[config.mk]
export PLATFORM = sky130hd
export DESIGN_NAME = ring_fifo_with_overwrite_core
export DESIGN_NICKNAME = d
export VERILOG_FILES = /design/src/rfifo_pkg.sv /design/src/rfifo_ram.sv /design/src/rfifo_ctrl.sv /design/src/rfifo_dp.sv /design/src/ring_fifo_with_overwrite_core.sv
export VERILOG_INCLUDE_DIRS = /design/src /design/src/src
export SDC_FILE = /design/constraint.sdc
export NUM_CORES = 1
export LEC_CHECK = 0
export BUFFER_PORTS_ARGS = -buffer_cell sky130_fd_sc_hd__buf_2
export CORE_UTILIZATION = 56
export CTS_CLUSTER_DIAMETER = 100
export DETAILED_ROUTE_END_ITERATION = 8
export HOLD_SLACK_MARGIN = 0.1
export PLACE_DENSITY_LB_ADDON = 0.2
export SLEW_MARGIN = 20
export SYNTH_ARGS = -nofsm -noshare
export SYNTH_HDL_FRONTEND = slang
export SYNTH_SLANG_ARGS = --single-unit
[constraint.sdc]
create_clock -name clk -period 4.4 [get_ports clk]
set_input_delay 0.22 -clock clk [delete_from_list [all_inputs] [get_ports clk]]
set_output_delay 0.22 -clock clk [all_outputs]
set_load 0.05 [all_outputs]
[src/assert_macros.svh]
// Assertion helpers included by the top-level core RTL file
`ifndef ASSERT_MACROS_SVH
`define ASSERT_MACROS_SVH

// same-cycle implication
`define ASSERT_SAME(label, clk, rst_n, ante, cons) \
  label: assert property (@(posedge clk) disable iff (!rst_n) (ante) |-> (cons)) \
    else $error("assertion failed");

// next-cycle implication
`define ASSERT_NEXT(label, clk, rst_n, ante, cons) \
  label: assert property (@(posedge clk) disable iff (!rst_n) (ante) |=> (cons)) \
    else $error("assertion failed");

`endif

[src/rfifo_pkg.sv]
package rfifo_pkg;

  localparam int ITEM_W  = 32;
  localparam int INDEX_W = 4;
  localparam int COUNT_W = 5;

  typedef enum logic [2:0] {
    OP_PUSH   = 3'd0,
    OP_POP    = 3'd1,
    OP_PEEK   = 3'd2,
    OP_RDNEW  = 3'd3,
    OP_UPDNEW = 3'd4,
    OP_CLEAR  = 3'd5
  } opcode_t;

  typedef struct packed {
    logic [2:0]         opcode;
    logic [ITEM_W-1:0]  item_data;
    logic [INDEX_W-1:0] index;
  } request_t;

  typedef struct packed {
    logic               ok;
    logic [ITEM_W-1:0]  read_data;
    logic [COUNT_W-1:0] count;
    logic               empty_res;
    logic               full_res;
  } result_t;

  typedef struct packed {
    logic exec;
    logic cfg_we;
  } cmd_t;

endpackage

[src/rfifo_ram.sv]
module rfifo_ram #(
  parameter int WIDTH = 32,
  parameter int DEPTH = 16
) (
  input  logic                     clk,
  input  logic                     we,
  input  logic                     re,
  input  logic [$clog2(DEPTH)-1:0] addr,
  input  logic [WIDTH-1:0]         wdata,
  output logic [WIDTH-1:0]         rdata
);

  logic [WIDTH-1:0] mem_r [DEPTH];
  logic [WIDTH-1:0] rdata_r;

  always_ff @(posedge clk) begin
    if (we) begin
      mem_r[addr] <= wdata;
    end
    if (re) begin
      rdata_r <= mem_r[addr];
    end
  end

  assign rdata = rdata_r;

endmodule

[src/rfifo_ctrl.sv]
module rfifo_ctrl import rfifo_pkg::*; (
  input  logic clk,
  input  logic rst_n,
  input  logic start,
  input  logic cfg_valid,
  output logic busy,
  output logic out_valid,
  output cmd_t cmd
);

  typedef enum logic [1:0] {
    ST_IDLE = 2'b01,
    ST_RESP = 2'b10
  } state_t;

  state_t state_r, state_nxt;

  always_comb begin
    state_nxt = state_r;
    case (state_r)
      ST_IDLE: begin
        if (start) begin
          state_nxt = ST_RESP;
        end
      end
      ST_RESP: begin
        state_nxt = ST_IDLE;
      end
      default: begin
        state_nxt = ST_IDLE;
      end
    endcase
  end

  always_ff @(posedge clk) begin
    if (!rst_n) begin
      state_r <= ST_IDLE;
    end else begin
      state_r <= state_nxt;
    end
  end

  assign busy       = (state_r != ST_IDLE);
  assign out_valid  = (state_r == ST_RESP);
  assign cmd.exec   = start && (state_r == ST_IDLE);
  assign cmd.cfg_we = cfg_valid;

endmodule

[src/rfifo_dp.sv]
module rfifo_dp import rfifo_pkg::*; #(
  parameter int DEPTH     = 16,
  parameter int ITEM_BITS = 32
) (
  input  logic     clk,
  input  logic     rst_n,
  input  cmd_t     cmd,
  input  logic     cfg_data,
  input  request_t req,
  output result_t  res
);

  localparam int PW = $clog2(DEPTH);
  localparam int CW = $clog2(DEPTH + 1);
  localparam int XW = (CW > INDEX_W) ? CW : INDEX_W;
  localparam int AW = ((PW > INDEX_W) ? PW : INDEX_W) + 1;
  localparam int SW = (ITEM_BITS < ITEM_W) ? ITEM_BITS : ITEM_W;

  logic [PW-1:0] newest_r, newest_nxt;
  logic [PW-1:0] oldest_r, oldest_nxt;
  logic [CW-1:0] cnt_r, cnt_nxt;
  logic          ow_r;
  logic          ok_r, ok_nxt;
  logic          rdsel_r, rdsel_nxt;

  logic          full, empty, peek_ok;
  logic [AW-1:0] peek_sum, peek_wrap;
  logic [PW-1:0] newest_inc, oldest_inc;
  logic [PW-1:0] addr;
  logic          ram_we, ram_re;
  logic [SW-1:0] rdata;
  logic [XW:0]   cnt_x;

  function automatic logic [PW-1:0] wrap_inc(input logic [PW-1:0] p);
    if (p == PW'(DEPTH - 1)) begin
      return '0;
    end
    return p + PW'(1);
  endfunction

  assign full       = (cnt_r == CW'(DEPTH));
  assign empty      = (cnt_r == '0);
  assign newest_inc = wrap_inc(newest_r);
  assign oldest_inc = wrap_inc(oldest_r);
  assign peek_ok    = !empty && (XW'(req.index) < XW'(cnt_r));
  assign peek_sum   = AW'(oldest_r) + AW'(req.index);
  assign peek_wrap  = (peek_sum >= AW'(DEPTH)) ? peek_sum - AW'(DEPTH) : peek_sum;

  always_comb begin
    newest_nxt = newest_r;
    oldest_nxt = oldest_r;
    cnt_nxt    = cnt_r;
    ok_nxt     = 1'b0;
    rdsel_nxt  = 1'b0;
    addr       = newest_r;
    ram_we     = 1'b0;
    ram_re     = 1'b0;
    case (req.opcode)
      OP_PUSH: begin
        if (!full || ow_r) begin
          ok_nxt = 1'b1;
          ram_we = 1'b1;
          if (!empty) begin
            newest_nxt = newest_inc;
            addr       = newest_inc;
          end
          if (full) begin
            oldest_nxt = oldest_inc;
          end else begin
            cnt_nxt = cnt_r + CW'(1);
          end
        end
      end
      OP_POP: begin
        addr = oldest_r;
        if (!empty) begin
          ok_nxt    = 1'b1;
          rdsel_nxt = 1'b1;
          ram_re    = 1'b1;
          cnt_nxt   = cnt_r - CW'(1);
          if (cnt_r == CW'(1)) begin
            newest_nxt = '0;
            oldest_nxt = '0;
          end else begin
            oldest_nxt = oldest_inc;
          end
        end
      end
      OP_PEEK: begin
        addr = peek_wrap[PW-1:0];
        if (peek_ok) begin
          ok_nxt    = 1'b1;
          rdsel_nxt = 1'b1;
          ram_re    = 1'b1;
        end
      end
      OP_RDNEW: begin
        if (!empty) begin
          ok_nxt    = 1'b1;
          rdsel_nxt = 1'b1;
          ram_re    = 1'b1;
        end
      end
      OP_UPDNEW: begin
        if (!empty) begin
          ok_nxt = 1'b1;
          ram_we = 1'b1;
        end
      end
      OP_CLEAR: begin
        ok_nxt     = 1'b1;
        newest_nxt = '0;
        oldest_nxt = '0;
        cnt_nxt    = '0;
      end
      default: begin
        ok_nxt = 1'b0;
      end
    endcase
  end

  always_ff @(posedge clk) begin
    if (!rst_n) begin
      newest_r <= '0;
      oldest_r <= '0;
      cnt_r    <= '0;
      ow_r     <= 1'b0;
    end else begin
      if (cmd.exec) begin
        newest_r <= newest_nxt;
        oldest_r <= oldest_nxt;
        cnt_r    <= cnt_nxt;
      end
      if (cmd.cfg_we) begin
        ow_r <= cfg_data;
      end
    end
  end

  always_ff @(posedge clk) begin
    if (cmd.exec) begin
      ok_r    <= ok_nxt;
      rdsel_r <= rdsel_nxt;
    end
  end

  rfifo_ram #(
    .WIDTH(SW),
    .DEPTH(DEPTH)
  ) u_ram (
    .clk  (clk),
    .we   (cmd.exec && ram_we),
    .re   (cmd.exec && ram_re),
    .addr (addr),
    .wdata(req.item_data[SW-1:0]),
    .rdata(rdata)
  );

  assign cnt_x         = (XW + 1)'(cnt_r);
  assign res.ok        = ok_r;
  assign res.read_data = rdsel_r ? ITEM_W'(rdata) : '0;
  assign res.count     = cnt_x[COUNT_W-1:0];
  assign res.empty_res = empty;
  assign res.full_res  = full;

endmodule

[src/ring_fifo_with_overwrite_core.sv]
// Channel   Ports                           Transfer when
// --------  ------------------------------  ---------------------------
// request   start, busy, in_req             start && !busy
// result    out_valid, out_res              out_valid (one cycle)
// config    cfg_valid, cfg_ready, cfg_data  cfg_valid && cfg_ready
//
// Each operation does the store access in the accept cycle and gives the
// result in the next cycle, set by the registered read of the item RAM.
// busy is high in the result cycle; a new request is taken the cycle after.
// Synchronous active-low reset empties the FIFO and clears overwrite mode.
// The result strobe lasts one cycle and cannot be stalled.
`include "assert_macros.svh"

module ring_fifo_with_overwrite_core import rfifo_pkg::*; #(
  parameter int DEPTH     = 16,
  parameter int ITEM_BITS = 32
) (
  input  logic     clk,
  input  logic     rst_n,
  input  logic     start,
  output logic     busy,
  input  request_t in_req,
  output logic     out_valid,
  output result_t  out_res,
  input  logic     cfg_valid,
  output logic     cfg_ready,
  input  logic     cfg_data
);

  cmd_t cmd;

  rfifo_ctrl u_ctrl (
    .clk      (clk),
    .rst_n    (rst_n),
    .start    (start),
    .cfg_valid(cfg_valid),
    .busy     (busy),
    .out_valid(out_valid),
    .cmd      (cmd)
  );

  rfifo_dp #(
    .DEPTH    (DEPTH),
    .ITEM_BITS(ITEM_BITS)
  ) u_dp (
    .clk     (clk),
    .rst_n   (rst_n),
    .cmd     (cmd),
    .cfg_data(cfg_data),
    .req     (in_req),
    .res     (out_res)
  );

  assign cfg_ready = 1'b1;

  `ASSERT_NEXT(a_accept_gives_result, clk, rst_n, start && !busy, out_valid)
  `ASSERT_SAME(a_result_while_busy, clk, rst_n, out_valid, busy)
  `ASSERT_SAME(a_refused_reads_zero, clk, rst_n, out_valid && !out_res.ok,
               out_res.read_data == '0)
  `ASSERT_SAME(a_empty_zero_count, clk, rst_n, out_valid && out_res.empty_res,
               out_res.count == '0 && !out_res.full_res)

endmodule

==> key figures, run 1 <==
Status
  – Outcome: finished clean

STA
  – Setup TNS: 0 ns
  – RSZ-0062 raised after global routing: no
  – Hold Vio Cnt, Final: 0
  – Min Tclk post-route: about 3.7 ns
  – Clock Skew: around 0.020 ns
  – Worst Tran Pin Value: between 1 and 1.5 ns
  – WHS: roughly 0.18 ns
  – Post-route setup slack: between 0.6 and 0.7 ns
  – Final slew viol count: 0
  – Fmax: approximately 0.27 GHz
  – Rel. slew slack: roughly 25%
  – Number of setup violations in the final report: 0
  – Period utilization: between 80% and 90%

Yosys
  – EDFF count, synth: approximately 550
  – Synth Warn #: 0
  – Post-synthesis cell count: around 1600
  – Post-synthesis xor/xnor area fraction: less than 1%
  – Post-synthesis sequential area ratio: roughly 73%
  – #FFs+latches synth: ~560
  – Mapped cell area: approximately 0.023 mm^2
  – Syn Nets: about 1600
  – Post-synthesis compound-gate area fraction: 10.1%
  – Post-synth ARST share: 0%
  – Synth cell types: 60
  – Commonest register cell after synthesis: edfxtp_1
  – Simple-gate share of the synthesized area: 8.90%
  – Mux share of post-synthesis cell area: 4.31%
  – Synth Area per Inst: between 10 and 15 um^2
  – Adder-Cell Fraction of Synth Area: less than 1%
  – Largest family of logic cells by synthesized area: compound AO/OA/AOI/OAI gates

Finish
  – Share of layout cells above drive strength 1: between 10% and 20%
  – # diodes: 0
  – Commonest non-fill, non-tap cell in the layout: edfxtp_1
  – # fillers: around 2800
  – Most frequent cells in the layout: edfxtp_1 (546), nand2_1 (281), a21oi_1 (141)
  – Final core utilization: between 60% and 70%
  – Layout area overhead: 14.9%
  – Multi-input gate area: between 0.005 and 0.006 mm^2
  – Fin area: 0.0262 mm^2
  – Finished Layout Cells: between 2000 and 2500
  – Final nets: ~1700
  – Reg area: 0.0167 mm^2

Setup path
  – CP max FO: 32
  – WP data arrival: a little under 4 ns
  – R2r setup slk: roughly 0.68 ns
  – R2R depth: 9
  – CP Buf/Inv Count: 2
  – Setup crit end kind: register
  – Slowest stage delay, CP: ~0.52 ns
  – Family with the most delay on the worst path: compound AO/OA/AOI/OAI gates
  – Crit path cell chain: inv_1 -> ha_1 -> nor3b_4 -> a2111oi_1 -> a211oi_1 -> a311oi_2 -> nand2_1 -> nor2_4 -> buf_4
  – WP data required: ~4.6 ns
  – Critical path launch point type: register
  – WS Path Type: register to register
  – Reg-to-reg critical path endpoint: u_dp.u_ram.mem_r[10][18]
  – CP Depth: 9
  – Critical R2R Launch: u_dp.cnt_r[0]
  – Highest-delay cell along the critical path: a2111oi_1

Clock network
  – Max clock buf depth: 3
  – CTS tree: yes
  – CTS Buf Count: 55
  – CTS sink count: between 500 and 600
  – Root buffer cell: clkbuf_16
  – Worst-path clk slew: 0.06 ns
  – H-tree Lvls: 2
  – Clock latency at the later pin of the worst-skew pair: about 0.61 ns

Placed design
  – Place WS: 0.745 ns
  – Placed Cells: between 2000 and 2500
  – RePlAce Congestion: just over 0.8
  – Number of port buffers: 85
  – Placed inst area: 0.0239 mm^2
  – HPWL after DPL: 27700 um

Routing
  – 1st-iter DRT viols: ~1300
  – Routed WL: approximately 51000 um
  – DR WL/cell: approximately 23 um
  – Post-route ant nets: 0
  – Drt first pass iters: 6
  – Vias: roughly 14000
  – Vias/cell: roughly 6
  – DRC errors left: 0

Pwr
  – Sw Share: between 20% and 30%
  – Flop pwr share: roughly half
  – Combinational Power Share: under 10%
  – Peak supply drop: approximately 0.34 mV
  – Final Power: around 12 mW
  – Power density over the cells: between 400 and 500 mW/mm^2
  – Pint: 9.09 mW
  – Clock power frac: a little over two fifths
  – Leakage: a little under 9 nW
  – Net Switching: about 2.6 mW

GRT
  – First-pass GRT wire length: 78600 um
  – Initial antenna violation count: 0
  – Vias in the first global route: around 13000
  – GRT Overall Usage: roughly a quarter
  – Largest net degree at the start of global routing: around 160
  – Grt ovf: 0

Hold path
  – WHS Endpoint: u_dp.rdsel_r
  – Worst Hold Depth: 3
  – Hold WC Path Type: input pin to register
  – Beginning of the worst hold path: in_req[36]

Die
  – Full die area: ~0.041 mm^2
  – Chip Height: approximately 200 um
  – Die width: roughly 200 um
  – Starting Density: a little under three fifths
  – FP Rows: 73
  – Placeable core region: between 0.03 and 0.04 mm^2
  – Top Ports: 87

Job
  – # Max-Cap Violations: 0
worst reg2reg max path, cell delays in order (launching register included):
cell and delay (ns):
dfxtp_1 0.47, inv_1 0.14, ha_1 0.24, nor3b_4 0.20
a2111oi_1 0.52, a211oi_1 0.16, a311oi_2 0.49, nand2_1 0.38
nor2_4 0.20, buf_4 0.52
state kept, by name, summed over array words and instances, names as in the netlist:
signal,cells
u_dp.u_ram.rdata,32
u_dp.u_ram.mem_r,512
u_dp.newest_r,4
u_dp.ok_r,1
u_dp.rdsel_r,1
u_dp.cnt_r,5
u_ctrl.state_r,2
u_dp.ow_r,1
u_dp.oldest_r,4
routing by layer:
| layer | share of wire, % | track usage, % | vias to the layer above |
|---|---|---|---|
| met5 | 0 | 0 | - |
| li1 | - | - | 6242 |
| met4 | 2.3 | 7.38 | 0 |
| met2 | 50 | 41.8 | 509 |
| met1 | 42 | 34.2 | 6896 |
| met3 | 6.1 | 4.46 | 89 |
kinds of logic (layout without fill, tap and decap cells):
group / after synthesis / count (layout)
mux: 98 / 98
flops: 562 / 562
fa+ha+maj: 13 / 13
compound gates: 328 / 328
buf+inv: 112 / 272
xor+xnor: 3 / 3
simple gates: 462 / 462
other cells: 1 / 1
cells in the mapped netlist, types with 2 or more instances:
| master | instances | area (um^2) |
|---|---|---|
| nor2_1 | 37 | 139 |
| a21oi_1 | 141 | 706 |
| a211oi_1 | 4 | 30.0 |
| a22oi_1 | 2 | 15.0 |
| a211o_1 | 2 | 17.5 |
| nand2_1 | 284 | 1070 |
| nand3_1 | 70 | 350 |
| o211ai_1 | 2 | 15.0 |
| nand2b_1 | 8 | 50.1 |
| clkbuf_1 | 39 | 146 |
| xnor2_1 | 3 | 26.3 |
| o221ai_1 | 32 | 280 |
| buf_2 | 45 | 225 |
| o22ai_1 | 4 | 25.0 |
| o31ai_1 | 2 | 15.0 |
| ha_1 | 12 | 150 |
| dfxtp_1 | 16 | 320 |
| nand3b_1 | 4 | 30.0 |
| o21bai_1 | 2 | 15.0 |
| a21boi_0 | 3 | 22.5 |
| a311o_1 | 2 | 20.0 |
| o21ai_0 | 12 | 60.1 |
| inv_1 | 10 | 37.5 |
| a32oi_1 | 34 | 298 |
| a22o_1 | 64 | 561 |
| and3_1 | 2 | 12.5 |
| a21o_1 | 6 | 45.0 |
| or2_2 | 4 | 25.0 |
| or3_1 | 2 | 12.5 |
| buf_4 | 16 | 120 |
| and2_1 | 38 | 238 |
| nor2b_1 | 7 | 43.8 |
| edfxtp_1 | 546 | 16400 |
| mux2i_1 | 98 | 981 |
power groups by stage:
stage	registers [mW]	clock network, mW	logic (mW)
2_1_floorplan	6.03	0	0.576
3_3_place_gp	6.03	0	0.835
3_5_place_dp	6.03	0	0.853
4_1_cts	5.91	4.93	0.884
5_1_grt	5.91	5.12	0.955
6_report	5.91	4.86	0.881
cell type report:
class,count,area share [%]
repair buffers,158,4.51
multi-input cells,905,21.7
clock buffers,62,5.52
inverters,10,0.143
clock inverters,42,1.68
flip-flops and latches,562,63.9
well taps,525,2.51
worst max path at each step:
stage | start | end | slack, ns
final | u_dp.cnt_r[0] | u_dp.u_ram.mem_r[10][18] | 0.68
after global routing | u_dp.cnt_r[0] | u_dp.u_ram.rdata[17] | 0.48
after CTS | u_dp.cnt_r[1] | u_dp.u_ram.mem_r[6][6] | 0.71
after detailed placement | u_dp.cnt_r[0] | u_dp.u_ram.mem_r[6][9] | 0.75
after global placement | in_req[0] | u_dp.u_ram.mem_r[6][11] | 0.75
after floorplan | u_dp.cnt_r[0] | u_dp.u_ram.mem_r[13][0] | 0.19
what timing repair did:
action | CTS | global route
hold buffers | 37 | 0
setup buffers | 0 | 0
resized for setup | 0 | 0
hold endpoints to repair | 528 | 0
Power figures use the tool's default switching activity.
==> run 2, diff against run 1 <==
CORE_UTILIZATION = 61   (was 56)
clock period = 3.71 ns   (was 4.4 ns; I/O delays follow)
==> run 2 against run 1 <==
Power grew 15%. Utilization grew 6.4 points. Worst hold slack worse by 0.030 ns.
==> key figures, run 2 (synthesized netlist as in run 1, its figures left out) <==
Placed design
  – Place WS: about 0.13 ns
  – Placed Cells: between 2000 and 2500
  – Placed inst area: 0.0243 mm^2
  – Number of port buffers: 85
  – RePlAce Congestion: ~0.86
  – HPWL after DPL: approximately 29000 um

Hold path
  – Hold WC Path Type: input pin to register
  – Beginning of the worst hold path: in_req[36]
  – Worst Hold Depth: 3
  – WHS Endpoint: u_dp.rdsel_r

Setup path
  – Critical R2R Launch: u_dp.cnt_r[1]
  – Reg-to-reg critical path endpoint: u_dp.u_ram.mem_r[7][15]
  – Critical path launch point type: register
  – WP data required: a little under 4 ns
  – WS Path Type: register to register
  – Critical Path Source: u_dp.cnt_r[1]
  – WP data arrival: 3.75 ns
  – Setup crit end kind: register
  – R2r setup slk: 0.20 ns
  – CP max FO: 22
  – R2R depth: 9

Clock network
  – Post-CTS sizing: 0
  – CTS tree: yes
  – CTS Buf Count: 55
  – Max clock buf depth: 3
  – H-tree Lvls: 2
  – Clock latency at the later pin of the worst-skew pair: slightly above 0.6 ns
  – Root buffer cell: clkbuf_16
  – Worst-path clk slew: ~0.060 ns
  – CTS sink count: roughly 560

STA
  – RSZ-0062 raised after global routing: no
  – Number of setup violations in the final report: 0
  – Post-route setup slack: between 0.15 and 0.2 ns
  – Hold Vio Cnt, Final: 0
  – Worst Tran Pin Value: roughly 0.77 ns
  – Final slew viol count: 0
  – Fmax: about 0.28 GHz
  – Min Tclk post-route: about 3.5 ns
  – Rel. slew slack: 48.5%
  – Clock Skew: 0.0215 ns
  – WHS: around 0.15 ns
  – Period utilization: a little over nine tenths

Status
  – Outcome: finished clean

Die
  – Top Ports: 87
  – Die width: roughly 200 um
  – FP Rows: 70
  – Placeable core region: between 0.03 and 0.04 mm^2
  – Starting Density: roughly 62%
  – Full die area: roughly 0.038 mm^2
  – Chip Height: 195 um

Routing
  – 1st-iter DRT viols: around 1600
  – Vias: about 14000
  – Routed WL: 53300 um
  – DRC errors left: 0
  – Post-route ant nets: 0
  – Vias/cell: 6.24
  – Drt first pass iters: 5
  – DR WL/cell: about 24 um

Finish
  – Final core utilization: a little under three quarters
  – Most frequent cells in the layout: edfxtp_1 (546), nand2_1 (281), a21oi_1 (141)
  – Largest Register: u_dp.u_ram.mem_r
  – # diodes: 0
  – Share of layout cells above drive strength 1: roughly 15%
  – Final nets: ~1800
  – Number of flip-flops in the largest register: ~500
  – Finished Layout Cells: between 2000 and 2500
  – Layout area overhead: 15.9%
  – Fin area: around 0.026 mm^2
  – Commonest non-fill, non-tap cell in the layout: edfxtp_1

Pwr
  – Peak supply drop: 0.375 mV
  – Pint: ~10 mW
  – Combinational Power Share: just over 8%
  – Net Switching: a little under 3 mW
  – Clock power frac: around two fifths
  – Power density over the cells: about 510 mW/mm^2
  – Sw Share: between 20 and 25%
  – Leakage: approximately 9 nW
  – Flop pwr share: approximately 52%

GRT
  – Initial antenna violation count: 1
  – Largest net degree at the start of global routing: between 150 and 200
  – Vias in the first global route: approximately 14000
  – GRT Overall Usage: between 20% and 30%
  – Grt ovf: 0
  – First-pass GRT wire length: between 80000 and 90000 um

Job
  – # Max-Cap Violations: 0
## run 2: critical path, cell delays in order (launching register included)
cell and delay, ns:
dfxtp_1 0.35, inv_1 0.18, ha_1 0.23, nor3b_4 0.45, a21boi_2 0.15, a21o_1 0.23, a221oi_4 0.55, nand2_1 0.39
nor2_4 0.20, buf_4 0.41
## run 2: per-stage QoR
step           power [mW]  setup TNS, ns
2_1_floorplan        7.83        -204.65
3_3_place_gp         8.15              0
3_5_place_dp         8.18              0
4_1_cts              13.5              0
6_report             13.4              0
5_1_grt              13.8              0
## run 2: what timing repair did
action                                 CTS  global route
buffers inserted                         0             1
hold buffers                            37             0
endpoints found under the hold margin  530             0
setup endpoints to repair                0             4
## run 2: power by group through the flow
stage	Clock (mW)	Combinational, mW	Sequential, mW
6_report	5.28	1.09	7.02
5_1_grt	5.62	1.17	7.01
4_1_cts	5.37	1.07	7.02
3_5_place_dp	0	1.03	7.15
3_3_place_gp	0	1.00	7.15
2_1_floorplan	0	0.683	7.15
## run 2: worst max path at each step
stage / endpoint / slack, ns / cells past startpoint
2_1_floorplan: u_dp.u_ram.mem_r[13][0] / -0.50 / 12
3_5_place_dp: u_dp.u_ram.rdata[3] / 0.13 / 9
4_1_cts: u_dp.u_ram.rdata[3] / 0.09 / 9
6_report: u_dp.u_ram.mem_r[7][15] / 0.20 / 9
5_1_grt: u_dp.u_ram.rdata[18] / 0.02 / 11
3_3_place_gp: u_dp.u_ram.rdata[31] / 0.29 / 9
## run 2: layout make-up
type,count,area [um^2]
inverters,10,37.5
repair buffers,185,1660
clock buffers,75,1500
flip-flops and latches,562,16700
clock inverters,25,206
well taps,468,586
fillers,2352,10300
multi-input cells,905,5690
## run 2: metal layers
metal | GRT usage, % | routed length [um]
met1 | 39.4 | 21700
met2 | 46.1 | 26300
met3 | 5.79 | 4170
met4 | 8.11 | 1220
met5 | 0 | 0
